[src/crt_pkg.sv]
// Shared types, constants and weight function for the Catmull-Rom tessellator.
// No dependencies; every other file of the block imports this package.
package crt_pkg;

    // Fixed width of the incoming coordinate ports.
    localparam int POINT_BITS  = 16;
    // Quotient bits of the fixed-point divide (offset range of one sample).
    localparam int QUOT_BITS   = POINT_BITS + 2;
    // Register stages from the latched operands to the sample result.
    localparam int EVAL_STAGES = 7;
    // Default configuration handed to the top-level parameters.
    localparam int SAMPLES_DEF = 16;
    localparam int COORD_DEF   = 16;
    // Entries of the job queue between front and back.
    localparam int JOB_DEPTH   = 4;

    // One segment (or the start point) to be sampled by the back end.
    typedef struct packed {
        logic [3:0][POINT_BITS-1:0] px;
        logic [3:0][POINT_BITS-1:0] py;
        logic                       start_only;
        logic                       run_last;
    } job_t;

    // Push strobes from the front into the job queue.
    typedef struct packed {
        logic push0;
        logic push1;
    } job_push_t;

    // Integer Catmull-Rom weight of control point j at sample s of n,
    // scaled by 2*n^3.
    function automatic longint crt_weight(input int j, input int s, input int n);
        longint ls;
        longint ln;
        longint w;
        ls = longint'(s);
        ln = longint'(n);
        case (j)
            0:       w = -ls * ln * ln + 2 * ls * ls * ln - ls * ls * ls;
            1:       w = 2 * ln * ln * ln - 5 * ls * ls * ln + 3 * ls * ls * ls;
            2:       w = ls * ln * ln + 4 * ls * ls * ln - 3 * ls * ls * ls;
            default: w = -ls * ls * ln + ls * ls * ls;
        endcase
        return w;
    endfunction

endpackage

[src/crt_job_fifo.sv]
// Short job queue between front and back; takes up to two jobs per beat.
// Depends on crt_pkg.
module crt_job_fifo (
    input  logic               clk,
    input  logic               rst_n,
    input  crt_pkg::job_push_t job_push,
    input  crt_pkg::job_t      job0,
    input  crt_pkg::job_t      job1,
    output logic               full,
    output crt_pkg::job_t      job,
    output logic               empty,
    input  logic               pop
);
    import crt_pkg::*;

    localparam int JPW = $clog2(JOB_DEPTH);
    localparam int JCW = $clog2(JOB_DEPTH + 1);

    job_t           q_reg [JOB_DEPTH];
    logic [JPW-1:0] wp_reg, wp_next;
    logic [JPW-1:0] rp_reg, rp_next;
    logic [JCW-1:0] cnt_reg, cnt_next;

    // Keep room for the two jobs a last point can make
    assign full  = cnt_reg > JCW'(JOB_DEPTH - 2);
    assign empty = cnt_reg == '0;
    assign job   = q_reg[rp_reg];

    always_comb
    begin
        wp_next  = wp_reg + JPW'(job_push.push0) + JPW'(job_push.push1);
        rp_next  = rp_reg + JPW'(pop);
        cnt_next = cnt_reg + JCW'(job_push.push0) + JCW'(job_push.push1) - JCW'(pop);
    end

    // Store jobs
    always_ff @(posedge clk)
    begin
        if (job_push.push0)
            q_reg[wp_reg] <= job0;
        if (job_push.push1)
            q_reg[wp_reg + JPW'(1)] <= job1;
    end

    always_ff @(posedge clk or negedge rst_n)
    begin
        if (!rst_n)
        begin
            wp_reg  <= '0;
            rp_reg  <= '0;
            cnt_reg <= '0;
        end
        else
        begin
            wp_reg  <= wp_next;
            rp_reg  <= rp_next;
            cnt_reg <= cnt_next;
        end
    end

endmodule

[config.mk]
export PLATFORM = sky130hd
export DESIGN_NAME = crt_job_fifo
export DESIGN_NICKNAME = d
export VERILOG_FILES = /design/src/crt_pkg.sv /design/src/crt_job_fifo.sv
export SDC_FILE = /design/constraint.sdc
export NUM_CORES = 1
export LEC_CHECK = 0
export ABC_AREA = 1
export BUFFER_PORTS_ARGS = -buffer_cell sky130_fd_sc_hd__buf_4
export CAP_MARGIN = 25
export CORE_MARGIN = 3
export CORE_UTILIZATION = 45
export CTS_BUF_LIST = sky130_fd_sc_hd__clkbuf_8 sky130_fd_sc_hd__clkbuf_16
export DETAILED_ROUTE_END_ITERATION = 10
export REMOVE_ABC_BUFFERS = 1
export SLEW_MARGIN = 25
export SYNTH_ARGS = -nofsm -noshare
export SYNTH_HDL_FRONTEND = slang
export SYNTH_SLANG_ARGS = --single-unit
[constraint.sdc]
create_clock -name clk -period 10.2 [get_ports clk]
set_input_delay 1.53 -clock clk [delete_from_list [all_inputs] [get_ports clk]]
set_output_delay 1.53 -clock clk [all_outputs]
set_load 0.01 [all_outputs]
**Word level (Yosys, flattened, before mapping)**

Memories as Yosys holds them, arrays and structs flattened.
Index checks and enable logic that the tools add are counted.

- Add/sub/neg operators: 7
- Magnitude comparators: 1
- Mux-type cells: 4
- Reduce and logical (&&, ||, !) cells: 1

Operator list:

| kind | count |
|---|---|
| $add 2x1->2 | 3 |
| $add 3x1->3 | 2 |
| $mux 1 | 4 |
| $gt 3x2->1 const B | 1 |
| $logic_not 3->1 | 1 |
| $sub 3x1->3 | 1 |
| $add 2x1->2 const B | 1 |

- Flip-flop bits (word level): 7
- RAM bits: 520
- Output and inout port bits: 132
- Logic and storage cells: 17
- Memories kept: 1

Memory list:

| name | words | bits a word | read ports | clocked after memory_dff | write ports | line | RTL |
|---|---|---|---|---|---|---|---|
| q_reg | 4 | 130 | 1 | 0 | 2 | crt_job_fifo.sv:19 | `job_t q_reg [JOB_DEPTH];` |

**Logic depth before layout (Yosys ltp)**

- Depth in word-level cells: 3
- Depth in mapped cells: 7

**Least setup slack after synthesis**

OpenSTA, ideal clock, no wires.

- Path kind: input to register
- From: in job_push[0] (netlist bit)
- To: mem q_reg[2][0] (netlist bit), enable pin
- Arrival: 4.900 ns
- Data required time: 9.706 ns
- Slack: 4.806 ns
- Stages: 5
- Buffers on the path: 3
- Path through: buf_4 -> nand3_2 -> buf_4 -> buf_2 -> nand2_1

RTL lines:

| what | line | RTL |
|---|---|---|
| from (decl) | crt_job_fifo.sv:6 | `input crt_pkg::job_push_t job_push,` |
| to (decl) | crt_job_fifo.sv:19 |  |

==> metrics.md <==
| Metric | Value |
|---|---|
| Total routed wirelength | 94900 um |
| Htree depth | 2 |
| Initial DRC count | 2198 |
| CP Launch Type | register |
| Drt via density | 5.22 |
| Row cnt | 93 |
| Fillers | 6098 |
| Layout Cells excl Fill | 4955 |
| WS Path Type | reg2reg |
| Mapped Area | 29800 um2 |
| Slew Viols, Final | 0 |
| Status | complete, no violations |
| Critical path peak fanout | 55 |
| Synth warn | 0 |
| Leakage dissipation | 17.8 nW |
| Peak supply drop | 193 uV |
| Final Cycle Share | 50.8% |
| Chip Width | 264 um |
| Crit-path max cell delay | 0.88 ns |
| Number of detailed-route iterations in the first pass | 7 |
| Cell total after placement | 4841 |
| Worst path bufs/invs | 3 |
| Critical path's most frequent cell | buf_4 |
| Nets | 4320 |
| Die H | 264 um |
| Synth-to-layout area growth | 17.2% |
| Initial antenna violation count | 10 |
| Largest net degree at the start of global routing | 123 |
| Final GP Congestion | 0.783 |
| Dpl cell area | 33000 um2 |
| Synth top area cells | edfxtp_1 52%, nand2_1 20%, inv_1 8.3% |
| Crit end category | register |
| Power density cells | 307 nW/um2 |
| Family with the most delay on the worst path | buffers and inverters |
| First-pass GRT wire length | 145000 um |
| Final Skew | 0.0267 ns |
| Setup TNS | 0 ns |
| Dpl hpwl | 51500 um |
| CTS tree | done |
| Global-route usage over all layers | 26.6% |
| Synth top area share | 52.3% |
| Final Setup Violations | 0 |
| Design area | 35000 um2 |
| Top-count cell post-synth | nand2_1 |
| FMAX | 193 MHz |
| Avg Inst Size Synth | 7.80 um2 |
| Slowest cell on crit path | nand2_4 |
| CTS buffer count | 58 |
| DR DRC count | 0 |
| Post-CTS setup buffers | 0 |
| RSZ-0062 raised after global routing | false |
| Vias in the first global route | 24200 |
| Clock buffer depth | 3 |
| Final Hold Vio Count | 0 |
| Post-synth top cells | 1566 x nand2_1, 657 x inv_1, 520 x edfxtp_1, 393 x nand3_1, 260 x nand4_1 |
| Cell taking the most area after synthesis | edfxtp_1 |
| Worst slew pin tran | 1.12 ns |
| Resized Gates After CTS | 0 |
| Clock latency on the worst-skew pair | 0.63 ns |
| WP data arrival | 5.42 ns |
| Min-Delay Path Class | reg2reg |
| ANT nets after route | 0 |
| Clock sinks | 527 |
| Die footprint | 69400 um2 |
| Synth Instances | 3824 |
| Max FFs per register | 520 |
| Starting density of the core | 45.9% |
| CTS Hold Bufs | 0 |
| Clock-pin slew on the worst setup and hold paths | 0.06 ns |
| Clk root buf | clkbuf_16 |
| Sequential element share of the synthesized area | 52.9% |
| Max-Cap Viols | 0 |
| Async SR Flop Fraction | 1.33% |
| DR WL/cell | 19.1 um |
| FF+latch count, synth | 527 |
| CP cell instances | buf_4 -> buf_4 -> nand3_4 -> nand2_4 -> buf_4 |
| Ports | 397 |
| Clock period minus worst slack | 5.19 ns |
| GRT overflow | 0 |
| Slew headroom | 25.0% |
| WP data required | 10.43 ns |
| Number of synthesized flops with an enable pin | 520 |
| Core footprint | 65000 um2 |
| Total number of vias | 25900 |
| Count of cell types in the netlist | 23 |
| Top FF cell, synth | edfxtp_1 |
| Layout cell share with drive strength beyond 1 | 13.0% |
| Port Buf Inserts | 396 |
-- logic make-up after synthesis --
kind of cell	after synthesis	synth area share, %
AND/OR/NAND/NOR	2225	31.9
XOR/XNOR	3	0.0881
flip-flops	527	52.9
adder cells (fa/ha/maj)	6	0.327
AO/OA/AOI/OAI	131	2.21
buffers and inverters	932	12.5
-- metrics by stage --
stage,worst slack (ns),hold WS [ns],total power (W),util [%]
floorplan,0.0135,0.556,0.00656,-
global placement,5.00,0.589,0.00862,50.7
detailed placement,5.02,0.588,0.00871,50.8
CTS,5.00,0.607,0.0108,53.6
global route,4.81,0.628,0.0114,53.8
finish,5.01,0.598,0.0107,53.8
-- placed cells by master, fill, tap and decap left out --
cell,Yosys,final
buf_12,0,2
nand2_4,0,3
xnor2_1,1,1
clkinv_1,0,12
edfxtp_1,520,520
clkbuf_8,0,2
nand2_1,1566,1562
xor2_1,2,2
nand3_4,1,3
inv_6,0,1
diode_2,0,7
nand2_8,0,2
clkbuf_16,0,61
clkinvlp_4,0,1
nand3_1,393,393
buf_4,6,429
nor3_1,1,1
o21ai_0,130,130
ha_1,3,3
inv_1,657,670
clkinv_2,0,9
o21bai_1,1,1
inv_4,0,3
buf_16,0,3
nand4_1,260,260
inv_8,0,1
bufinv_16,0,4
fa_1,3,3
dfrtp_1,7,3
dfrtp_4,0,4
buf_8,0,1
nor2_4,1,1
buf_6,1,2
-- area by class of cell --
cell class | count | area [um2] | area share (%)
sequential | 527 | 15800 | 45.2
clock inverter | 41 | 279 | 0.798
multi-input combinational | 2365 | 10400 | 29.7
timing repair buffer | 437 | 3380 | 9.66
clock buffer | 63 | 1550 | 4.44
tap | 855 | 1070 | 3.06
antenna | 7 | 17.5 | 0.0501
inverter | 660 | 2490 | 7.13
-- where the power goes --
| part | total [W] | leakage (nW) | switching [W] | internal, W |
|---|---|---|---|---|
| logic | 0.00494 | 11.9 | 0.00342 | 0.00152 |
| registers | 0.00373 | 4.96 | 0.000307 | 0.00342 |
| clock network | 0.00206 | 0.956 | 0.000881 | 0.00118 |
-- path summary, 6_finish.rpt --
kind	slack (ns)	depth (start not counted)	startpoint	endpoint
worst max-delay path	5.01	5	wp_reg[1]	q_reg[3][121]
worst min-delay path	0.60	1	cnt_reg[0]	cnt_reg[0]
worst max register to register	5.01	5	wp_reg[1]	q_reg[3][121]
worst min register to register	0.60	1	cnt_reg[0]	cnt_reg[0]
max in group asynchronous	9.33	1	rst_n	wp_reg[1]
min in group asynchronous	0.71	1	rst_n	cnt_reg[1]
-- routing by layer --
layer	global-route usage (%)	vias up	routed length, um
met3	4.03	133	7150
met2	44.3	983	45800
met4	7.12	6	2000
met1	36.4	12100	39900
met5	0	-	27
li1	-	12700	-
No activity file was read; power rests on OpenSTA's default activity.
