==> src/crt_pkg.sv <==
// Shared types, constants and weight function for the Catmull-Rom tessellator.
// No dependencies; every other file of the block imports this package.
package crt_pkg;

    // Fixed width of the incoming coordinate ports.
    localparam int POINT_BITS  = 16;
    // Quotient bits of the fixed-point divide (offset range of one sample).
    localparam int QUOT_BITS   = POINT_BITS + 2;
    // Register stages from the latched operands to the sample result.
    localparam int EVAL_STAGES = 7;
    // Default configuration handed to the top-level parameters.
    localparam int SAMPLES_DEF = 16;
    localparam int COORD_DEF   = 16;
    // Entries of the job queue between front and back.
    localparam int JOB_DEPTH   = 4;

    // One segment (or the start point) to be sampled by the back end.
    typedef struct packed {
        logic [3:0][POINT_BITS-1:0] px;
        logic [3:0][POINT_BITS-1:0] py;
        logic                       start_only;
        logic                       run_last;
    } job_t;

    // Push strobes from the front into the job queue.
    typedef struct packed {
        logic push0;
        logic push1;
    } job_push_t;

    // Integer Catmull-Rom weight of control point j at sample s of n,
    // scaled by 2*n^3.
    function automatic longint crt_weight(input int j, input int s, input int n);
        longint ls;
        longint ln;
        longint w;
        ls = longint'(s);
        ln = longint'(n);
        case (j)
            0:       w = -ls * ln * ln + 2 * ls * ls * ln - ls * ls * ls;
            1:       w = 2 * ln * ln * ln - 5 * ls * ls * ln + 3 * ls * ls * ls;
            2:       w = ls * ln * ln + 4 * ls * ls * ln - 3 * ls * ls * ls;
            default: w = -ls * ls * ln + ls * ls * ls;
        endcase
        return w;
    endfunction

endpackage

==> src/crt_front.sv <==
// Front end: accepts control points, keeps the point window and count,
// and turns each point into zero, one or two jobs. Depends on crt_pkg.
module crt_front #(
    parameter int COORD_BITS = crt_pkg::COORD_DEF
) (
    input  logic                                 clk,
    input  logic                                 rst_n,
    input  logic                                 push,
    input  logic                                 full,
    input  logic [crt_pkg::POINT_BITS-1:0]       point_x,
    input  logic [crt_pkg::POINT_BITS-1:0]       point_y,
    input  logic                                 last_point,
    output crt_pkg::job_push_t                   job_push,
    output crt_pkg::job_t                        job0,
    output crt_pkg::job_t                        job1
);
    import crt_pkg::*;

    localparam logic [POINT_BITS-1:0] CMASK =
        POINT_BITS'((64'd1 << COORD_BITS) - 64'd1);

    logic [2:0][POINT_BITS-1:0] wx_reg, wx_next;
    logic [2:0][POINT_BITS-1:0] wy_reg, wy_next;
    logic [1:0]                 seen_reg, seen_next;
    logic                       accept;
    logic [POINT_BITS-1:0]      cur_x, cur_y;
    logic [POINT_BITS-1:0]      first_x, first_y;

    assign accept = push && !full;
    assign cur_x  = point_x & CMASK;
    assign cur_y  = point_y & CMASK;

    // Clamp the missing left neighbor of the first segment.
    assign first_x = (seen_reg == 2'd2) ? wx_reg[1] : wx_reg[0];
    assign first_y = (seen_reg == 2'd2) ? wy_reg[1] : wy_reg[0];

    // Classify the beat and build its jobs
    always_comb
    begin
        job_push = '0;
        job0     = '0;
        job1     = '0;
        if (seen_reg == 2'd1)
        begin
            job0.px         = {wx_reg[2], wx_reg[2], wx_reg[2], wx_reg[2]};
            job0.py         = {wy_reg[2], wy_reg[2], wy_reg[2], wy_reg[2]};
            job0.start_only = 1'b1;
            job0.run_last   = !last_point;
            job1.px         = {cur_x, cur_x, wx_reg[2], wx_reg[2]};
            job1.py         = {cur_y, cur_y, wy_reg[2], wy_reg[2]};
            job1.run_last   = 1'b1;
            job_push.push0  = accept;
            job_push.push1  = accept && last_point;
        end
        else if (seen_reg != 2'd0)
        begin
            job0.px         = {cur_x, wx_reg[2], wx_reg[1], first_x};
            job0.py         = {cur_y, wy_reg[2], wy_reg[1], first_y};
            job0.run_last   = !last_point;
            job1.px         = {cur_x, cur_x, wx_reg[2], wx_reg[1]};
            job1.py         = {cur_y, cur_y, wy_reg[2], wy_reg[1]};
            job1.run_last   = 1'b1;
            job_push.push0  = accept;
            job_push.push1  = accept && last_point;
        end
    end

    // Advance the window, or clear it after the last point
    always_comb
    begin
        wx_next   = wx_reg;
        wy_next   = wy_reg;
        seen_next = seen_reg;
        if (accept)
        begin
            if (last_point)
            begin
                wx_next   = '0;
                wy_next   = '0;
                seen_next = 2'd0;
            end
            else
            begin
                wx_next   = {cur_x, wx_reg[2], wx_reg[1]};
                wy_next   = {cur_y, wy_reg[2], wy_reg[1]};
                seen_next = (seen_reg == 2'd3) ? 2'd3 : seen_reg + 2'd1;
            end
        end
    end

    always_ff @(posedge clk or negedge rst_n)
    begin
        if (!rst_n)
        begin
            wx_reg   <= '0;
            wy_reg   <= '0;
            seen_reg <= 2'd0;
        end
        else
        begin
            wx_reg   <= wx_next;
            wy_reg   <= wy_next;
            seen_reg <= seen_next;
        end
    end

endmodule

==> config.mk <==
export PLATFORM = sky130hd
export DESIGN_NAME = crt_front
export DESIGN_NICKNAME = d
export VERILOG_FILES = /design/src/crt_pkg.sv /design/src/crt_front.sv
export SDC_FILE = /design/constraint.sdc
export NUM_CORES = 1
export LEC_CHECK = 0
export ABC_AREA = 1
export ABC_CLOCK_PERIOD_IN_PS = 1350
export BUFFER_PORTS_ARGS = -buffer_cell sky130_fd_sc_hd__buf_2
export CAP_MARGIN = 0
export CORE_UTILIZATION = 43
export CTS_CLUSTER_DIAMETER = 50
export DETAILED_ROUTE_END_ITERATION = 8
export GPL_ROUTABILITY_DRIVEN = 0
export PLACE_DENSITY_LB_ADDON = 0.12
export SLEW_MARGIN = 10
export SYNTH_ARGS = -nofsm -noshare
export SYNTH_HDL_FRONTEND = slang
export SYNTH_SLANG_ARGS = --single-unit
==> constraint.sdc <==
create_clock -name clk -period 1.35 [get_ports clk]
set_clock_uncertainty 0.1 [all_clocks]
set_input_delay 0.0675 -clock clk [delete_from_list [all_inputs] [get_ports clk]]
set_output_delay 0.0675 -clock clk [all_outputs]
set_load 0.02 [all_outputs]
---- After elaboration in Yosys (flattened, before gate mapping) ----
Index checks and enable logic that the tools add are counted.
Widths: inputs -> output; s select.
word-level totals
  register bits after elaboration ......... 98
  bits in latches ......................... 0
  bits in writable memories ............... 0
  memory bits (read-only) ................. 0
  input bits .............................. 37
  output and inout bits ................... 262
  word-level logic and storage cells ...... 33
  memories kept ........................... 0
cells by class
  $add $sub $neg .......................... 1
  $mul .................................... 0
  divide/modulo/power cells ............... 0
  order comparisons ....................... 0
  equal/unequal tests ..................... 3
  shifts and indexed selects .............. 0
  muxes and demuxes ....................... 17
  bitwise logic cells ..................... 0
  reductions and logical operators ........ 5
operators by type and width
  cell                 number
  $mux 128             4
  $mux 48              2
  $mux 16              2
  $mux 2               4
  $mux 1               5
  $eq 2x2->1 const B   2
  $add 2x1->2 const B  1
  $eq 2x1->1 const B   1
  $logic_and 1x1->1    2
  $logic_not 1->1      2
  $reduce_bool 2->1    1

---- Longest topological paths before layout ----
Gate-level depths: netlist of the first run.
  depth in word-level cells ............... 5
  gate-level depth with buffers ........... 7
  depth with buffers taken out ............ 4

---- Worst setup path after synthesis of the first run ----
OpenSTA, ideal clock, no wires.
  path type ............................... register to output
  start ................................... reg seen_reg[1]
  end ..................................... out job1[114] in the netlist's numbering
  arrival ................................. 1.373 ns
  data required time ...................... 1.183 ns
  slack ................................... -0.191 ns
  cell stages (with the launch flop) ...... 7
  buffers on the path ..................... 4
  path through ............................ dfrtp_1 > buf_4 > nor2_2 > buf_4 > buf_4 > nor2_1 > buf_4
RTL lines
  element                   RTL line          source
  start: declaration        crt_front.sv:24   logic [1:0] seen_reg, seen_next;
  start signal: assignment  crt_front.sv:103  seen_reg <= seen_next;
  end: declaration          crt_front.sv:15   output crt_pkg::job_t job1

==> results of run 1 <==
[power groups by stage]
stage / sequential [mW] / combinational, mW / clock (mW)
after floorplan: 3.41 / 3.30 / 0
after global placement: 3.50 / 4.19 / 0
after detailed placement: 3.51 / 4.20 / 0
after CTS: 3.47 / 4.64 / 3.02
after global routing: 3.53 / 5.82 / 3.13
final: 3.50 / 5.45 / 2.96
[critical path: stages, from the launching register on]
cell,delay (ns)
sky130_fd_sc_hd__dfrtp_4,0.53
sky130_fd_sc_hd__nor2_4,0.18
sky130_fd_sc_hd__buf_12,0.15
sky130_fd_sc_hd__clkbuf_16,0.21
sky130_fd_sc_hd__nor2_4,0.05
sky130_fd_sc_hd__buf_2,0.16
[layer usage]
metal  vias up  track usage, %
met5         -               0
met4         0           8.133
met3        23           2.675
met2       279           41.52
met1      3227           32.50
li1       3253               -
[area by class of cell]
class	instances	area (sq um)
Clock buffer	9	225.2
Clock inverter	7	116.4
Fill cell	1162	4745
Inverter	69	267.8
Multi-Input combinational cell	592	3313
Sequential cell	98	2457
Tap cell	184	230.2
Timing Repair Buffer	373	3124
[how the worst min path moves through the flow]
stage               slack [ns]     endpoint  cells after the start  start
finish                    0.13    wy_reg[2]                      3   push
global route              0.15    wy_reg[2]                      3   push
CTS                       0.10    wy_reg[2]                      3   push
detailed placement      -0.004   wx_reg[25]                      2  rst_n
global placement        0.0007   wx_reg[46]                      2  rst_n
floorplan                -0.33  seen_reg[0]                      0  rst_n
[cells by family (layout without fill, tap and decap cells)]
family                 Yosys count  after routing  share of synthesized area, %
DFF                             98             98                         38.69
and+or+nand+nor                463            463                         29.79
buffers and inverters          228            458                         21.36
AOI/OAI and AO/OA              128            128                         10.11
other                            1              1                       0.05916
[cells in the final DEF (no fill, tap or decap), drive strengths merged]
master | Yosys | layout
inv | 69 | 69
dlygate4sd3 | 0 | 35
o21ai | 128 | 128
nand2 | 295 | 295
nor3 | 1 | 1
clkinvlp | 0 | 1
bufinv | 0 | 3
conb | 1 | 1
buf | 141 | 334
clkbuf | 18 | 13
dfrtp | 98 | 98
nor2 | 69 | 69
clkinv | 0 | 3
nand3 | 98 | 98
[timing repair]
item | in CTS | in global routing
buffers inserted | 3 | 1
cloned | 1 | 4
resized for setup | 125 | 228
endpoints found under the setup margin | 262 | 262
hold buffers | 35 | 0
hold endpoints to repair | 132 | 0
pin swaps | 1 | 3
==> results.md, run 1 <==
- MaxCap Viol Count: 0
- Placed Cells: 1272
- Final-report setup violation count: 262
- Power per unit of standard cell area: 1223 nW/um^2
- GRT Residual Overflow: 0
- Register-to-Register Setup Slack: -0.04 ns
- Effective utilization at floorplan: 43.78%
- Critical path peak fanout: 12
- Routed met2 length: 10.56 mm
- Global routing usage summed across all routing layers: 24.49%
- Total core area: 14480 sq um
- Cell area after placement: 7686 sq um
- Crit Path Class: reg -> out
- Clock share of power: 24.9%
- Routed length on met1: 8.649 mm
- Reg clk slew, reported paths: 0.07 ns
- Leading cell type by number of instances after synthesis: sky130_fd_sc_hd__nand2_1
- Number of warnings printed during yosys synthesis: 0
- Outcome: finished, violations left
- Minimum clock period: 1.818 ns
- Aggregate routed wire length: 20.57 mm
- Type of the tightest min-delay check: in -> reg
- Count of unresolved DRC violations after routing: 0
- Largest cells by area after synthesis: sky130_fd_sc_hd__dfrtp_1 (39%), sky130_fd_sc_hd__nand2_1 (17%), sky130_fd_sc_hd__buf_4 (13%), sky130_fd_sc_hd__nand3_1 (7.7%), sky130_fd_sc_hd__o21ai_0 (6.2%)
- Most used DFF post-synth: sky130_fd_sc_hd__dfrtp_1
- Least-Margin Pin Slew: 0.5201 ns
- Period utilisation layout: 134.7%
- NetSw: 4.784 mW
- Non-Filler Instances: 1332
- Slew headroom: 65.32%
- Count of antenna-violating nets left after detailed routing: 0
- Worst setup path startpoint: seen_reg[1]
- Setup TNS: -101.81 ns
- Horizontal die dimension: 123.4 um
- Post-synth EDFFs: 0
- Detailed-router iteration count before antenna repair: 5
- Sequential share of power: 29.4%
- Post-DR wirelength/cell: 15.44 um
- Maximum vdd ir drop: 0.0005549 V
- Largest net degree at the start of global routing: 60
- Final worst setup slack: -0.4679 ns
- Vias in the first global route: 5644
- Top Ports: 299
- Antenna diode instance count: 0
- Worst Reg-to-Reg Cells: 6
- Mean cell area of the mapped netlist: 6.905 sq um
- Amount of wire on met3 after detailed routing: 1.071 mm
- Maximum frequency from static timing analysis: 550.1 MHz
- Worst skew pair latency: 0.35 ns
- Startpoint of the worst register-to-register path: seen_reg[1]
- Count of unique library cells instantiated by Yosys: 19
- Area of the mapped netlist: 6339 sq um
- Sequential element share of the synthesized area: 38.69%
- Share of the synthesized area in the top cell type: 38.69%
- Post-route total power: 11.91 mW
- Final Max Slew Viols: 0
- Max clock buf depth: 2
- Hold slack: 0.1343 ns
- Syn_nets: 955
- Total via count in the routed design: 6782
- Wire length of the first global-routing pass: 28.70 mm
- Worst setup endpoint: job1[105]
- Initial antenna violation count: 0
- Fraction of power spent switching nets: 40.18%
- Worst Setup Slack post-DPL: -0.1018 ns
- Final Instance Area: 9734 sq um
- Total half-perimeter wirelength after legalization and detailed placement: 12.59 mm
- Gate power share: 45.7%
- Clk sinks: 98
- Floorplan die area: 15230 sq um
- Endpoint class of the critical path: output port
- Core utilization of the finished layout: 67.23%
- Share of flip-flops with an asynchronous set or reset: 100.0%
- Final hold violation count: 0
- Number of buffers created by CTS: 9
- Crit path arrival time: 1.65 ns
- Starting DRT DRC Count: 497
- Highest metal layer with signal wires: met4
- Cell taking the most area after synthesis: sky130_fd_sc_hd__dfrtp_1
- Number of port buffers: 297
- Failing checks: negative setup slack
- Static leakage: 5.058 nW
- RSZ-0062 raised after global routing: true
- Fraction of final layout cells with drive strength greater than 1: 43.55%
- Startpoint type of the worst setup path: register
- Crit Reg-Reg Endpoint: seen_reg[0]
- Area added between synthesis and finish: 53.57%
- Internal power component: 7.122 mW
- Post-synthesis cell count: 918
- Die extent in y: 123.4 um
- Via-per-instance ratio: 5.092
- Number of rows created at floorplan: 44
- CTS Root Buffer Type: sky130_fd_sc_hd__clkbuf_16
- Flop and latch count out of synthesis: 98
- H-tree levels: 3
- Critical path required time: 1.18 ns
- CTS tree: yes
- Most frequent cells after synthesis: sky130_fd_sc_hd__nand2_1 (294), sky130_fd_sc_hd__buf_4 (111), sky130_fd_sc_hd__dfrtp_1 (98), sky130_fd_sc_hd__nand3_1 (98), sky130_fd_sc_hd__o21ai_0 (79)
- Final net count: 1180
Note: power is estimated with default switching activity, not from simulation.
==> inputs of run 2 (changes only) <==
--- a/config.mk
+++ b/config.mk
@@ -9,6 +9,7 @@
 export ABC_CLOCK_PERIOD_IN_PS = 1350
 export BUFFER_PORTS_ARGS = -buffer_cell sky130_fd_sc_hd__buf_2
 export CAP_MARGIN = 0
+export CORE_ASPECT_RATIO = 0.5
 export CORE_UTILIZATION = 43
 export CTS_CLUSTER_DIAMETER = 50
 export DETAILED_ROUTE_END_ITERATION = 8
==> results.md, run 2 (synthesis results as in run 1) <==
- RSZ-0062 raised after global routing: true
- H-tree levels: 3
- Hold slack: 0.02329 ns
- Critical path required time: 1.18 ns
- Die extent in y: 87.85 um
- Number of port buffers: 297
- Critical path peak fanout: 22
- Filler cells: 1207
- Reg clk slew, reported paths: 0.06 ns
- Commonest non-fill, non-tap cell in the layout: sky130_fd_sc_hd__nand2_1
- Final Instance Area: 9258 sq um
- CTS tree: yes
- Core utilization of the finished layout: 66.30%
- Maximum frequency from static timing analysis: 565.5 MHz
- Post-DR wirelength/cell: 15.10 um
- GRT Residual Overflow: 0
- Storage cell area: 2457 sq um
- Number of buffers created by CTS: 9
- Floorplan die area: 15260 sq um
- Amount of wire on met3 after detailed routing: 1.267 mm
- Crit Path Class: reg -> out
- Post-route total power: 11.31 mW
- Fraction of final layout cells with drive strength greater than 1: 40.17%
- Largest net degree at the start of global routing: 44
- Count of unresolved DRC violations after routing: 0
- Startpoint type of the worst setup path: register
- Power per unit of standard cell area: 1222 nW/um^2
- Non-Filler Instances: 1342
- Placed Cells: 1287
- Aggregate routed wire length: 20.27 mm
- Routed met2 length: 9.539 mm
- Post CTS Setup Buffer Count: 0
- Number of rows created at floorplan: 30
- Final Max Slew Viols: 0
- Top Ports: 299
- Via-per-instance ratio: 4.972
- Setup TNS: -93.55 ns
- Count of antenna-violating nets left after detailed routing: 0
- Routed length on met1: 9.324 mm
- Worst Setup Slack post-DPL: -0.08780 ns
- Outcome: finished, violations left
- Horizontal die dimension: 173.7 um
- Global routing usage summed across all routing layers: 23.98%
- CTS Root Buffer Type: sky130_fd_sc_hd__clkbuf_16
- Detailed-router iteration count before antenna repair: 5
- Cell area after placement: 7848 sq um
- Final-report setup violation count: 263
- Period utilisation layout: 131.0%
- Clk sinks: 98
- Highest metal layer with signal wires: met4
- Effective utilization at floorplan: 45.39%
- Endpoint class of the critical path: output port
- Total core area: 13960 sq um
- Minimum clock period: 1.768 ns
- Starting DRT DRC Count: 605
- Total half-perimeter wirelength after legalization and detailed placement: 13.63 mm
- Antenna diode instance count: 0
- Max clock buf depth: 2
- Commonest cells after routing, fill and taps aside: sky130_fd_sc_hd__nand2_1 (249), sky130_fd_sc_hd__buf_2 (179), sky130_fd_sc_hd__buf_4 (97), sky130_fd_sc_hd__nand3_1 (96), sky130_fd_sc_hd__dfrtp_1 (96)
- Crit path arrival time: 1.60 ns
- Vias in the first global route: 5768
- Multi-input combinational cell area: 3022 sq um
- Final hold violation count: 0
- Maximum vdd ir drop: 0.0006177 V
- Initial antenna violation count: 0
- Wire length of the first global-routing pass: 29.32 mm
- Total via count in the routed design: 6672
- Static leakage: 4.862 nW
- MaxCap Viol Count: 0
- Final worst setup slack: -0.4182 ns
- Area added between synthesis and finish: 46.05%
- Type of the tightest min-delay check: in -> reg
- Worst skew pair latency: 0.33 ns
- Failing checks: negative setup slack
- Final net count: 1183
-- run 2: cell count changes in the layout (fill, tap and decap cells not counted), moves of 12 or more --
cell / before / now
sky130_fd_sc_hd__nand2_1: 233 / 249
sky130_fd_sc_hd__buf_4: 62 / 97
sky130_fd_sc_hd__o21ai_2: 17 / 4
sky130_fd_sc_hd__nand3_1: 82 / 96
sky130_fd_sc_hd__nand2_4: 13 / 1
sky130_fd_sc_hd__buf_6: 91 / 38
sky130_fd_sc_hd__buf_2: 162 / 179
sky130_fd_sc_hd__nand3_2: 15 / 2
sky130_fd_sc_hd__o21ai_1: 52 / 64
-- run 2: path summary, 6_finish.rpt --
| kind | startpoint | endpoint | slack (ns) | cells after the start |
|---|---|---|---|---|
| max | seen_reg[1] | job0[7] | -0.42 | 5 |
| min | push | seen_reg[1] | 0.02 | 5 |
| max reg2reg | seen_reg[1] | seen_reg[0] | -0.04 | 6 |
| min reg2reg | wx_reg[1] | wx_reg[1] | 0.39 | 2 |
| max in group asynchronous | rst_n | seen_reg[1] | 0.57 | 3 |
| min in group asynchronous | rst_n | wy_reg[40] | 0.05 | 2 |
-- run 2: where the power goes --
group,internal [mW],switching (mW)
logic,2.07,3.22
clock network,1.43,1.12
registers,3.19,0.278
total,6.70,4.62
-- run 2: timing repair --
action                                  in CTS  in global routing
resized for setup                           87                125
cloned                                       0                  6
hold buffers                                34                  0
endpoints found under the setup margin     263                263
pin swaps                                    0                  2
endpoints found under the hold margin      132                  0
-- run 2: area by class of cell --
type                            count  share of cell area (%)
Sequential cell                    98                   26.54
Clock buffer                       11                   2.514
Tap cell                          192                   2.595
Timing Repair Buffer              376                   32.25
Clock inverter                      4                  0.5812
Inverter                           69                   2.879
Multi-Input combinational cell    592                   32.64
-- run 2: metal layers --
| metal | up-vias | global-route usage [%] |
|---|---|---|
| li1 | 3246 | - |
| met1 | 3171 | 33.05 |
| met2 | 243 | 40.12 |
| met3 | 12 | 4.167 |
| met4 | 0 | 4.944 |
| met5 | - | 0 |
-- run 2: worst max-delay path, cell delays in order (launching register included) --
cell and delay, ns:
sky130_fd_sc_hd__dfrtp_4 0.53, sky130_fd_sc_hd__buf_4 0.19, sky130_fd_sc_hd__buf_12 0.16, sky130_fd_sc_hd__nand3_1 0.09, sky130_fd_sc_hd__nand3_1 0.12, sky130_fd_sc_hd__buf_4 0.18
==> inputs of run 3 (changes only) <==
--- a/config.mk
+++ b/config.mk
@@ -14,7 +14,8 @@
 export CTS_CLUSTER_DIAMETER = 50
 export DETAILED_ROUTE_END_ITERATION = 8
 export GPL_ROUTABILITY_DRIVEN = 0
-export PLACE_DENSITY_LB_ADDON = 0.12
+export HOLD_SLACK_MARGIN = 0.03
+export PLACE_DENSITY = 0.75
 export SLEW_MARGIN = 10
 export SYNTH_ARGS = -nofsm -noshare
 export SYNTH_HDL_FRONTEND = slang
==> results.md, run 3 (synthesis results as in run 1) <==
- Critical path peak fanout: 18
- Cells traversed along the worst timing path: nor2_8 > buf_12 > nand2_1 > o21ai_1 > buf_4
- Startpoint type of the worst setup path: register
- Final net count: 1185
- Via-per-instance ratio: 5.265
- H-tree levels: 3
- Effective utilization at floorplan: 45.39%
- Area added between synthesis and finish: 57.86%
- Failing checks: negative setup slack
- Commonest non-fill, non-tap cell in the layout: sky130_fd_sc_hd__nand2_1
- Count of unresolved DRC violations after routing: 0
- Crit path buffers/inverters: 2
- Vias in the first global route: 6250
- MaxCap Viol Count: 0
- Startpoint of the worst register-to-register path: seen_reg[1]
- Global routing usage summed across all routing layers: 25.15%
- Top Ports: 299
- Number of buffers created by CTS: 9
- Floorplan die area: 15260 sq um
- Total core area: 13960 sq um
- Die extent in y: 87.85 um
- GRT Residual Overflow: 0
- Outcome: finished, violations left
- Maximum vdd ir drop: 0.0006666 V
- Initial antenna violation count: 0
- Commonest cells after routing, fill and taps aside: sky130_fd_sc_hd__nand2_1 (252), sky130_fd_sc_hd__buf_6 (132), sky130_fd_sc_hd__nand3_1 (98), sky130_fd_sc_hd__dfrtp_1 (96), sky130_fd_sc_hd__buf_4 (92)
- Critical Path Max Stage Delay: 0.53 ns
- Max clock buf depth: 2
- Core utilization of the finished layout: 71.66%
- Placed Cells: 1284
- Endpoint class of the critical path: output port
- Starting DRT DRC Count: 689
- Library cell contributing the largest single delay on the critical path: sky130_fd_sc_hd__dfrtp_4
- Horizontal die dimension: 173.7 um
- Post-DR wirelength/cell: 16.25 um
- Non-Filler Instances: 1345
- Worst skew pair latency: 0.33 ns
- Power per unit of standard cell area: 1185 nW/um^2
- Reg clk slew, reported paths: 0.07 ns
- Type of the tightest min-delay check: in -> async
- Critical path required time: 1.18 ns
- Final hold violation count: 0
- RSZ-0062 raised after global routing: true
- Final worst setup slack: -0.4276 ns
- CTS Root Buffer Type: sky130_fd_sc_hd__clkbuf_16
- Static leakage: 4.958 nW
- Post-route total power: 11.86 mW
- Maximum frequency from static timing analysis: 562.5 MHz
- Crit Path Class: reg -> out
- Fraction of final layout cells with drive strength greater than 1: 41.11%
- Final-report setup violation count: 264
- Clk sinks: 98
- Worst Reg-to-Reg Cells: 6
- Setup TNS: -94.13 ns
- Count of antenna-violating nets left after detailed routing: 0
- Number of rows created at floorplan: 30
- Antenna diode instance count: 0
- Largest net degree at the start of global routing: 43
- Register-to-Register Setup Slack: -0.03 ns
- Total half-perimeter wirelength after legalization and detailed placement: 13.35 mm
- Number of port buffers: 297
- Total via count in the routed design: 7081
- Crit path arrival time: 1.61 ns
- Wire length of the first global-routing pass: 30.82 mm
- Aggregate routed wire length: 21.86 mm
- Largest delay share family, worst path: flip-flops
- Period utilisation layout: 131.7%
- Crit Reg-Reg Endpoint: seen_reg[1]
- Minimum clock period: 1.778 ns
- Detailed-router iteration count before antenna repair: 5
- Final Max Slew Viols: 0
- CTS tree: yes
## run 3: cell types whose count changed in the layout (fill, tap and decap cells not counted), moves of 5 or more
cell / delta
sky130_fd_sc_hd__nor2_2: -5
sky130_fd_sc_hd__buf_2: -93
sky130_fd_sc_hd__buf_4: -5
sky130_fd_sc_hd__nor2_4: +24
sky130_fd_sc_hd__nor2_1: -19
sky130_fd_sc_hd__buf_6: +94
## run 3: report_power, final
part	internal, mW	switching [mW]	total, mW	leakage (nW)
Sequential	3.19	0.287	3.48	1.32
Combinational	2.53	3.50	6.03	3.51
Clock	1.25	1.10	2.35	0.129
Total	6.97	4.89	11.9	4.96
## run 3: final cells by class
| class | instances | area (sq um) |
|---|---|---|
| fillers | 993 | 3958 |
| repair buffers | 378 | 3613 |
| multi-input cells | 592 | 3159 |
| flip-flops and latches | 98 | 2457 |
| inverters | 69 | 264.0 |
| well taps | 192 | 240.2 |
| clock buffers | 10 | 229.0 |
| clock inverters | 6 | 42.54 |
## run 3: timing repair
action,4_1_cts,5_1_grt
gates resized for setup,180,263
setup endpoints to repair,263,265
endpoints found under the hold margin,132,0
hold buffers,38,0
cloned,2,4
pin swaps,0,3
setup buffers,2,0
## run 3: how the worst max path moves through the flow
| stage | to | start | depth (start not counted) | slack (ns) |
|---|---|---|---|---|
| after global placement | job0[128] | seen_reg[1] | 5 | -0.07 |
| after floorplan | job1[50] | seen_reg[1] | 5 | -0.05 |
| after detailed placement | job0[128] | seen_reg[1] | 5 | -0.09 |
| after CTS | job0[65] | seen_reg[1] | 5 | -0.41 |
| after global routing | job0[51] | seen_reg[1] | 5 | -0.50 |
| final | job0[58] | seen_reg[1] | 5 | -0.43 |
## run 3: per-layer routing
layer / part of all wire [%] / GRT usage (%) / vias up
li1: - / - / 3251
met1: 40 / 32.38 / 3362
met2: 50 / 43.99 / 421
met3: 8.2 / 4.905 / 47
met4: 2.1 / 6.778 / 0
met5: 0 / 0 / -
## run 3: metrics by stage
stage / area, sq um / worst slack (ns) / hold slack [ns]
floorplan: 6694 / -0.05147 / -0.3281
CTS: 9064 / -0.4132 / 0.05121
finish: 10010 / -0.4276 / 0.07184
global placement: 7825 / -0.06878 / -0.1265
global route: 10010 / -0.4977 / 0.07746
detailed placement: 7825 / -0.09364 / -0.1279
